**src/sv/nenc_pkg.sv**
```systemverilog
// shared types and constants for the normal equations nonzero count block
package nenc_pkg;

  localparam int ROW_W     = 10;
  localparam int COL_W     = 10;
  localparam int TOTAL_W   = 11;
  localparam int CAP_W     = 20;
  localparam int NZ_W      = 20;
  localparam int CFG_IDX_W = 2;
  localparam int CFG_W     = 20;

  localparam logic [CFG_IDX_W-1:0] REG_ROW_TOTAL    = 2'd0;
  localparam logic [CFG_IDX_W-1:0] REG_COLUMN_TOTAL = 2'd1;
  localparam logic [CFG_IDX_W-1:0] REG_CAP_ENABLED  = 2'd2;
  localparam logic [CFG_IDX_W-1:0] REG_CAP_LIMIT    = 2'd3;

  localparam logic [TOTAL_W-1:0] ROW_TOTAL_RESET    = 11'd1024;
  localparam logic [TOTAL_W-1:0] COLUMN_TOTAL_RESET = 11'd1024;

  typedef struct packed {
    logic             has_entry;
    logic [ROW_W-1:0] entry_row;
    logic [COL_W-1:0] entry_column;
    logic             column_skipped;
    logic             last;
  } item_t;

  typedef struct packed {
    logic [NZ_W-1:0] nonzeros;
    logic            cap_exceeded;
    logic            exact;
  } result_t;

  typedef struct packed {
    logic [TOTAL_W-1:0] row_total;
    logic [TOTAL_W-1:0] column_total;
    logic               cap_enabled;
    logic [CAP_W-1:0]   cap_limit;
  } cfg_t;

  typedef struct packed {
    logic             store;
    logic [ROW_W-1:0] row;
    logic [COL_W-1:0] col;
    logic             skip;
    logic             last;
  } queue_item_t;

endpackage

```
**src/sv/nenc_front.sv**
```systemverilog
// front end: accepts items, checks their range and queues them for the engine
module nenc_front import nenc_pkg::*; #(
  parameter int MAX_ROWS    = 1024,
  parameter int MAX_COLUMNS = 1024
) (
  input  logic        clk,
  input  logic        rst,
  input  logic        item_valid,
  output logic        item_stall,
  input  item_t       item,
  input  cfg_t        cfg,
  input  logic        clearing,
  output logic        q_valid,
  output queue_item_t q_item,
  input  logic        q_pop
);

  localparam int DEPTH = 4;
  localparam int PW    = 2;
  localparam int QCW   = 3;
  localparam int MW    = $clog2(MAX_ROWS + 1);
  localparam int NW    = $clog2(MAX_COLUMNS + 1);

  queue_item_t      slots [DEPTH];
  logic [PW-1:0]    wr_ptr;
  logic [PW-1:0]    rd_ptr;
  logic [QCW-1:0]   count;
  logic [QCW-1:0]   count_next;
  logic [MW-1:0]    m;
  logic [NW-1:0]    n;
  logic             push;
  logic             pop;
  queue_item_t      classified;

  assign m = (32'(cfg.row_total) > 32'(MAX_ROWS)) ? MW'(MAX_ROWS) : MW'(cfg.row_total);
  assign n = (32'(cfg.column_total) > 32'(MAX_COLUMNS)) ? NW'(MAX_COLUMNS)
                                                        : NW'(cfg.column_total);

  assign item_stall = (count == QCW'(DEPTH)) || clearing;
  assign push       = item_valid && !item_stall;
  assign q_valid    = (count != '0);
  assign pop        = q_pop && q_valid;
  assign q_item     = slots[rd_ptr];

  always_comb begin
    classified.store = item.has_entry && (32'(item.entry_row) < 32'(m)) &&
                       (32'(item.entry_column) < 32'(n));
    classified.row   = item.entry_row;
    classified.col   = item.entry_column;
    classified.skip  = item.column_skipped;
    classified.last  = item.last;
  end

  always_comb begin
    count_next = count;
    if (push && !pop) begin
      count_next = count + 1'b1;
    end else if (pop && !push) begin
      count_next = count - 1'b1;
    end
  end

  always_ff @(posedge clk) begin
    if (rst) begin
      wr_ptr <= '0;
      rd_ptr <= '0;
      count  <= '0;
    end else begin
      count <= count_next;
      if (push) begin
        wr_ptr <= wr_ptr + 1'b1;
      end
      if (pop) begin
        rd_ptr <= rd_ptr + 1'b1;
      end
    end
  end

  always_ff @(posedge clk) begin
    if (push) begin
      slots[wr_ptr] <= classified;
    end
  end

endmodule

```
**config.mk**
```make
export PLATFORM = sky130hd
export DESIGN_NAME = nenc_front
export DESIGN_NICKNAME = d
export VERILOG_FILES = /design/src/sv/nenc_pkg.sv /design/src/sv/nenc_front.sv
export SDC_FILE = /design/constraint.sdc
export NUM_CORES = 1
export LEC_CHECK = 0
export ABC_AREA = 0
export BUFFER_PORTS_ARGS = -buffer_cell sky130_fd_sc_hd__buf_4
export CAP_MARGIN = 0
export CORE_ASPECT_RATIO = 0.8
export CORE_MARGIN = 10
export CORE_UTILIZATION = 25
export DETAILED_ROUTE_END_ITERATION = 7
export SLEW_MARGIN = 30
export SYNTH_ARGS = -nofsm -noshare
export SYNTH_HDL_FRONTEND = slang
export SYNTH_SLANG_ARGS = --single-unit
export TNS_END_PERCENT = 5
```
**constraint.sdc**
```tcl
create_clock -name clk -period 2.45 [get_ports clk]
set_input_delay 0.1225 -clock clk [delete_from_list [all_inputs] [get_ports clk]]
set_output_delay 0.1225 -clock clk [all_outputs]
set_load 0.05 [all_outputs]
```
==> results of run 1 <==
## cells in the final DEF (no fill, tap or decap), drive strengths merged, types with 2 or more instances in the layout
cell type    synthesis  routed
edfxtp              92      92
ha                  23      23
clkbuf               2       9
nor4b                2       2
bufinv               0       3
nand4b               2       2
nand2                2       2
nand2b              18      18
clkinv               0       2
dfxtp                9       9
inv                  4       6
or3                  2       2
a21oi                9       9
a21o                 3       3
dlygate4sd3          0      23
nor2                11      11
buf                  7      81
mux2i                2       2
xor2                 4       4
mux4                23      23
and3                 4       4
o21ai                4       4
nand3                3       3
## logic make-up (layout without fill, tap and decap cells)
family,Yosys count,in the layout,share of synthesized area
AO/OA/AOI/OAI,17,17,0.0241
XOR/XNOR,5,5,0.0102
adder cells (fa/ha/maj),24,24,0.0714
buffers and inverters,13,124,0.0168
flip-flops,101,101,0.683
multiplexers,25,25,0.125
AND/OR/NAND/NOR,49,49,0.0700
## how the worst min path moves through the flow
stage / from / to / cells past startpoint / slack, ps
after global placement: item[1] / slots[2][1] / 1 / 320
after global routing: q_pop / rd_ptr[0] / 4 / 170
after detailed placement: item[0] / slots[2][0] / 1 / 330
final: q_pop / rd_ptr[0] / 4 / 170
after floorplan: item[0] / slots[0][0] / 0 / 220
after CTS: q_pop / rd_ptr[0] / 4 / 150
## layer usage
layer / GRT usage / vias to the layer above / wire (µm)
met3: 0.0313 / 12 / 444
li1: - / 1135 / -
met4: 0.0278 / 0 / 121
met2: 0.150 / 41 / 4970
met5: 0 / - / 0
met1: 0.0918 / 1184 / 3840
## metrics by stage
step | util | cell area [µm²] | hold slack, ps | std cells
after CTS | 0.343 | 5740 | 146 | 565
final | 0.343 | 5740 | 170 | 565
after detailed placement | 0.308 | 5150 | 331 | 526
after global placement | 0.308 | 5150 | 323 | 526
after floorplan | - | 4310 | 221 | 234
after global routing | 0.343 | 5740 | 170 | 565
## worst max-delay path: cells and delay by family (launching register included)
kind / cells / cell delay (ps)
flip-flops: 1 / 420
buffers and inverters: 1 / 60
AO/OA/AOI/OAI: 2 / 290
adder cells (fa/ha/maj): 2 / 590
XOR/XNOR: 1 / 160
AND/OR/NAND/NOR: 3 / 620
## sequential cells by signal (all words and copies together) (netlist names), named ones only
name    flops
count       3
wr_ptr      2
slots      92
rd_ptr      2
## cell type report
class | count | area, µm² | area share
well taps | 220 | 275 | 0.0480
inverters | 4 | 15.0 | 0.00262
flip-flops and latches | 101 | 2940 | 0.513
multi-input cells | 120 | 1290 | 0.226
repair buffers | 104 | 851 | 0.148
clock inverters | 7 | 130 | 0.0227
clock buffers | 9 | 225 | 0.0393
## power by group through the flow
stage | combinational, mW | clock, mW | sequential [mW]
after floorplan | 1.31 | 0 | 2.07
after global placement | 1.78 | 0 | 2.13
after detailed placement | 1.80 | 0 | 2.14
after CTS | 1.83 | 1.70 | 2.10
after global routing | 1.90 | 1.77 | 2.11
final | 1.79 | 1.64 | 2.09
==> qor.txt, run 1 <==
post-detailed-route count of antenna-violating nets: 0
crit start category: flip-flop
Initial Util: 0.258
Switching Fraction: 0.325
Congestion Overflow GR: 0
dpl ws: 261 ps
Vias/cell: 4.20
clock root buffer: clkbuf_16
layout cell share with drive strength beyond 1: 0.368
pwr dens: 963 nW/µm²
Final setup viols: 0
Clock Tree Buf Depth: 2
combinational power share: 0.324
Max Freq: 0.455 GHz
FF-to-FF End: count[2]
Slowest-stage cell, CP: dfxtp_1
number of H-tree levels: 3
clock sink count: 101
CTS Buf Count: 9
Async SR Flop Fraction: 0
setup TNS: 0 ps
CORE AREA: 16700 µm²
routed via count: 2372
share of the synthesized area in the top cell type: 0.641
most area-consuming cells after synthesis: edfxtp_1 (64%), mux4_2 (12%), ha_1 (6.7%)
Critical Path Sink: count[2]
Synthesized Nets: 329
Layout area overhead: 33.1%
Final Power: 5.52 mW
Ys Warns: 0
max-slew violations: 0
Net count, final: 435
Layout Skew: 4.57 ps
Worst VDD drop: 640 µV
Critical Path Source: count[0]
Die W: 167 µm
die height: 137 µm
Syn Inst Count: 234
Yosys reg bits: 101
cells resized by post-CTS repair: 0
Seq/Total Area, Yosys: 0.683
Max FO, Critical Path: 4
Register-to-Register Path Depth: 9
Seq pwr share: 0.379
largest net degree at the start of global routing: 24
Clock Latency Late Sink: 350 ps
Slew headroom: 0.733
DR iter-0 viols: 60
clk slew on worst S/H paths: 70 ps
Residual DRC: 0
number of max-cap violations: 0
WS Path Type: flip-flop to flip-flop
Worst Path Required: 2730 ps
fin crit share: 0.897
EDFF count, synth: 92
die area: 22900 µm²
syn_area_per_cell: 18.4 µm²
Fillers: 1611
Critical Path End Type: flip-flop
CTS Hold Bufs: 23
leading area contributor after synthesis: edfxtp_1
Post-CTS Setup Repair Bufs: 0
Synth Flop Type: edfxtp_1
Mapped Area: 4310 µm²
routed wire length: 9.38 mm
sw power: 1.79 mW
crit path cell chain: nor2_1 -> a21oi_2 -> and2_1 -> ha_1 -> inv_1 -> fa_1 -> xor2_1 -> or3_1 -> a21oi_1
final worst slack: 253 ps
internal power: 3.73 mW
status: complete, no violations
crit-path max cell delay: 420 ps
RSZ-0062 raised after global routing: false
# rows: 42
first-pass GRT wire length: 14.6 mm
Clock power frac: 0.298
leakage power figure: 2.07 nW
n_diodes: 0
port bufs: 74
I/O Pins: 96
Wirelength per Cell: 16.6 µm
Detail Placement HPWL: 6.55 mm
routability cong.: 0.712
worst min-delay path class: input pin to flip-flop
drt first pass iters: 6
count leader, synth: edfxtp_1
Synth cell types: 35
R2R Path Start: count[0]
All-Layer GR Usage: 0.0842
final hold vios: 0
worst path arrival time: 2480 ps
commonest cells in the netlist: edfxtp_1 (92), ha_1 (23), mux4_2 (23), nand2b_1 (18), nor2_1 (10)
clock period minus final worst setup slack: 2200 ps
vias in the first global route: 2618
r2r setup slk: 250 ps
initial antenna violation count: 0
worst-margin pin slew: 397 ps
CTS tree: built
(Power assumes the default switching activity.)
==> run 2, diff against run 1 <==
--- a/config.mk
+++ b/config.mk
@@ -12,4 +12,5 @@
 export CORE_MARGIN = 10
-export CORE_UTILIZATION = 25
+export CORE_UTILIZATION = 50
 export DETAILED_ROUTE_END_ITERATION = 7
+export PLACE_DENSITY = 0.75
 export SLEW_MARGIN = 30
--- a/constraint.sdc
+++ b/constraint.sdc
@@ -3,2 +3,2 @@
 set_output_delay 0.1225 -clock clk [all_outputs]
-set_load 0.05 [all_outputs]
+set_load 0.01 [all_outputs]
==> run 2 against run 1 <==
Against the previous run: via count increased by 0.46%; clock-buffer cell count increased by 2; critical path depth unchanged; critical path type unchanged; final area decreased by 4.1%; critical endpoint unchanged; total power decreased by 19%; maximum frequency decreased by 2.2%; routed wire length decreased by 7.4%; non-clock buffer count increased by 2; setup slack got worse by 50 ps.
==> qor.txt, run 2 (synthesized netlist as in run 1, its figures left out) <==
final hold vios: 0
routability cong.: 0.790
RSZ-0062 raised after global routing: false
Max Freq: 0.445 GHz
crit-path max cell delay: 420 ps
Slowest-stage cell, CP: dfxtp_1
initial antenna violation count: 0
DR iter-0 viols: 115
Cell Count, Final, Fillers Out: 459
clock period minus final worst setup slack: 2250 ps
max-slew violations: 0
port bufs: 74
layout cell share with drive strength beyond 1: 0.366
Residual DRC: 0
clock sink count: 101
Worst VDD drop: 477 µV
pwr dens: 808 nW/µm²
crit start category: flip-flop
post-detailed-route count of antenna-violating nets: 0
CTS Buf Count: 9
die height: 103 µm
drt first pass iters: 4
routed via count: 2383
Reg with most FFs: slots
placed cell area: 5030 µm²
Layout Skew: 14.3 ps
n_diodes: 0
WS Path Type: flip-flop to flip-flop
All-Layer GR Usage: 0.141
post-route cell area: 5500 µm²
Largest register FFs: 92
crit path cell chain: nor2_1 -> a21oi_2 -> and2_1 -> ha_1 -> inv_1 -> fa_1 -> xor2_1 -> or3_1 -> a21oi_1
vias in the first global route: 2506
Clock Latency Late Sink: 350 ps
Congestion Overflow GR: 0
commonest non-fill, non-tap cell in the layout: edfxtp_1
worst-margin pin slew: 439 ps
Critical Path End Type: flip-flop
Slew headroom: 0.707
Die W: 124 µm
Initial Util: 0.510
CTS tree: built
Max FO, Critical Path: 4
clk slew on worst S/H paths: 90 ps
first-pass GRT wire length: 13.4 mm
CORE AREA: 8450 µm²
number of max-cap violations: 0
largest net degree at the start of global routing: 24
Wirelength per Cell: 18.9 µm
leakage power figure: 2.01 nW
Placed Instances: 417
# rows: 30
top flop regs: slots x92, count x3
routed wire length: 8.69 mm
setup TNS: 0 ps
worst min-delay path class: input pin to flip-flop
die area: 12800 µm²
fin crit share: 0.917
number of H-tree levels: 3
Worst Path Required: 2730 ps
most frequent cells in the layout: edfxtp_1 (92), buf_4 (80), mux4_2 (23), ha_1 (23), dlygate4sd3_1 (23)
Vias/cell: 5.19
Detail Placement HPWL: 5.78 mm
Final Power: 4.45 mW
Net count, final: 437
Clock Tree Buf Depth: 2
clock root buffer: clkbuf_8
Final setup viols: 0
status: complete, no violations
Layout area overhead: 27.6%
worst path arrival time: 2530 ps
I/O Pins: 96
## run 2: changes by cell type in the layout (fill, tap and decap cells not counted)
cell | previous run | this run
clkbuf_1 | 0 | 2
buf_12 | 1 | 3
inv_8 | 2 | 0
clkinv_4 | 2 | 0
clkinvlp_4 | 0 | 2
inv_6 | 0 | 1
bufinv_16 | 3 | 2
clkbuf_8 | 0 | 9
clkbuf_16 | 9 | 0
## run 2: per-stage QoR
stage	setup slack, ps	util	hold slack [ps]
6_report	204	0.651	180
5_1_grt	59.9	0.651	185
4_1_cts	147	0.649	164
3_5_place_dp	176	0.596	333
3_3_place_gp	236	0.596	326
2_1_floorplan	337	-	221
## run 2: repair_timing
action / 4_1_cts / 5_1_grt
hold endpoints to repair: 95 / 0
setup endpoints to repair: 0 / 1
resized for setup: 0 / 0
setup buffers: 0 / 3
hold buffers: 23 / 0
## run 2: final cells by class
class,instances,area [µm²]
clock buffer,11,131
clock inverter,5,83.8
fill,602,2950
inverter,4,15.0
multi-input combinational,120,1290
sequential,101,2940
tap,112,140
timing repair buffer,106,891
## run 2: path summary, 6_finish.rpt
kind | from | cells past startpoint | slack, ps | endpoint
min | q_pop | 4 | 180 | rd_ptr[1]
max reg2reg | count[0] | 9 | 200 | count[2]
max | count[0] | 9 | 200 | count[2]
min reg2reg | count[2] | 2 | 530 | count[2]
## run 2: power breakdown
part           total [mW]  switching (mW)  internal [mW]
logic                1.24           0.523          0.713
registers            2.09          0.0912           2.00
clock network        1.12           0.541          0.580
total                4.45            1.16           3.29
## run 2: metal layers
layer  vias to the layer above  track usage  wire (µm)
li1                       1140            -          -
met1                      1199        0.167       3610
met2                        39        0.244       4640
met3                         5       0.0356        364
met4                         0       0.0474         73
met5                         -            0          0
## run 2: worst max-delay path: cells and delay by family (launching register included)
family                     cells  cell delay (ps)
DFF                            1              420
xor gates and xnor gates       1              150
adders and majority gates      2              580
buffers and inverters          1               60
and+or+nand+nor                3              610
AOI/OAI and AO/OA              2              350
==> run 3, diff against run 2 <==
RECOVER_POWER = 25   (was not set)
==> run 3 against run 2 <==
Against the previous run: total power fell by 0.28%; clock-buffer cell count did not move; clock skew barely moved; via count fell by 0.13%; first-iteration DRC count fell by 5.2%; utilization fell by 0.80 points; register-to-register slack barely moved; routed wire length fell by 0.71%; setup slack improved by 1.4 ps; largest cell class unchanged; highest routed layer unchanged.
==> qor.txt, run 3 (synthesized netlist as in run 1, its figures left out) <==
CTS Buf Count: 9
die area: 12800 µm²
Clock power frac: 0.253
initial antenna violation count: 0
Crit path depth: 9
Residual DRC: 0
largest net degree at the start of global routing: 24
routability cong.: 0.790
Layout Skew: 14.4 ps
WP buf/inv: 1
Layout area overhead: 26.0%
drt first pass iters: 4
Detail Placement HPWL: 5.78 mm
Worst Path Required: 2730 ps
Vias/cell: 5.19
routed via count: 2380
routed wire length: 8.63 mm
CORE AREA: 8450 µm²
Slew headroom: 0.712
Register-to-Register Path Depth: 9
I/O Pins: 96
Hold Slack: 178 ps
Worst path top cell family by delay: simple AND/OR/NAND/NOR gates
Final setup viols: 0
setup TNS: 0 ps
first-pass GRT wire length: 13.4 mm
Seq pwr share: 0.471
Max Freq: 0.445 GHz
Switching Fraction: 0.261
commonest non-fill, non-tap cell in the layout: edfxtp_1
All-Layer GR Usage: 0.141
Clock Latency Late Sink: 350 ps
Worst VDD drop: 476 µV
most frequent cells in the layout: edfxtp_1 (92), buf_4 (62), mux4_2 (23), ha_1 (23), dlygate4sd3_1 (23)
DR iter-0 viols: 109
Fillers: 621
top flop regs: slots x92, count x3
CTS tree: built
dpl ws: 176 ps
pwr dens: 816 nW/µm²
cells resized by post-CTS repair: 0
hold path depth: 4
Placed Instances: 417
internal power: 3.28 mW
die height: 103 µm
worst path arrival time: 2530 ps
n_diodes: 0
crit-path max cell delay: 420 ps
Max FO, Critical Path: 4
Cell Count, Final, Fillers Out: 459
Slowest-stage cell, CP: dfxtp_1
RSZ-0062 raised after global routing: false
max-slew violations: 0
worst min-delay path class: input pin to flip-flop
clk slew on worst S/H paths: 90 ps
Die W: 124 µm
leakage power figure: 1.94 nW
number of max-cap violations: 0
clock root buffer: clkbuf_8
Critical Path End Type: flip-flop
crit start category: flip-flop
WS Path Type: flip-flop to flip-flop
number of H-tree levels: 3
status: complete, no violations
Initial Util: 0.510
Congestion Overflow GR: 0
sw power: 1.16 mW
combinational power share: 0.276
vias in the first global route: 2506
clock period minus final worst setup slack: 2250 ps
final hold vios: 0
post-detailed-route count of antenna-violating nets: 0
Net count, final: 437
clock sink count: 101
Wirelength per Cell: 18.8 µm
worst-margin pin slew: 432 ps
Clock Tree Buf Depth: 2
Reg with most FFs: slots
fin crit share: 0.916
Largest register FFs: 92
crit path cell chain: nor2_1 -> a21oi_2 -> and2_1 -> ha_1 -> inv_1 -> fa_1 -> xor2_1 -> or3_1 -> a21oi_1
# rows: 30
port bufs: 74
final worst slack: 205 ps
layout cell share with drive strength beyond 1: 0.314
## run 3: cell types whose count changed in the layout (fill, tap and decap cells not counted)
cell	change
buf_4	-18
clkbuf_1	+18
## run 3: final timing paths
kind / start / end / slack [ps]
setup / recovery: count[0] / count[2] / 200
hold / removal: q_pop / rd_ptr[0] / 180
setup reg to reg: count[0] / count[2] / 200
hold reg to reg: count[2] / count[2] / 530
## run 3: timing repair
item | CTS | global route
hold endpoints to repair | 95 | 0
hold buffers | 23 | 0
setup buffers | 0 | 3
setup endpoints to repair | 0 | 1
## run 3: through the flow
stage	area, µm²	utilization	power, mW
final	5430	0.643	4.43
after global routing	5430	0.643	4.66
after CTS	5480	0.649	4.49
after detailed placement	5030	0.596	3.35
after global placement	5030	0.596	3.33
after floorplan	4310	-	2.84
## run 3: layout make-up
class                   count  area (µm²)  area share
clock buffers              11         131      0.0242
repair buffers            106         823       0.152
flip-flops and latches    101        2940       0.542
clock inverters             5        83.8      0.0154
inverters                   4        15.0     0.00276
well taps                 112         140      0.0258
multi-input cells         120        1290       0.238
## run 3: power by group through the flow
stage / Combinational [mW] / Sequential, mW / Clock (mW)
after floorplan: 0.769 / 2.07 / 0
after global placement: 1.20 / 2.12 / 0
after detailed placement: 1.22 / 2.13 / 0
after CTS: 1.25 / 2.09 / 1.15
after global routing: 1.34 / 2.11 / 1.21
final: 1.22 / 2.09 / 1.12
## run 3: layer usage
metal | global-route usage | routed length (µm)
met4 | 0.0474 | 76
met3 | 0.0356 | 408
met5 | 0 | 0
met2 | 0.244 | 4660
met1 | 0.167 | 3480
## run 3: tightest hold or removal path, cell delays in order
cell and delay, ps:
buf_4 110, nand2_1 90, xor2_1 80, nor2_1 90
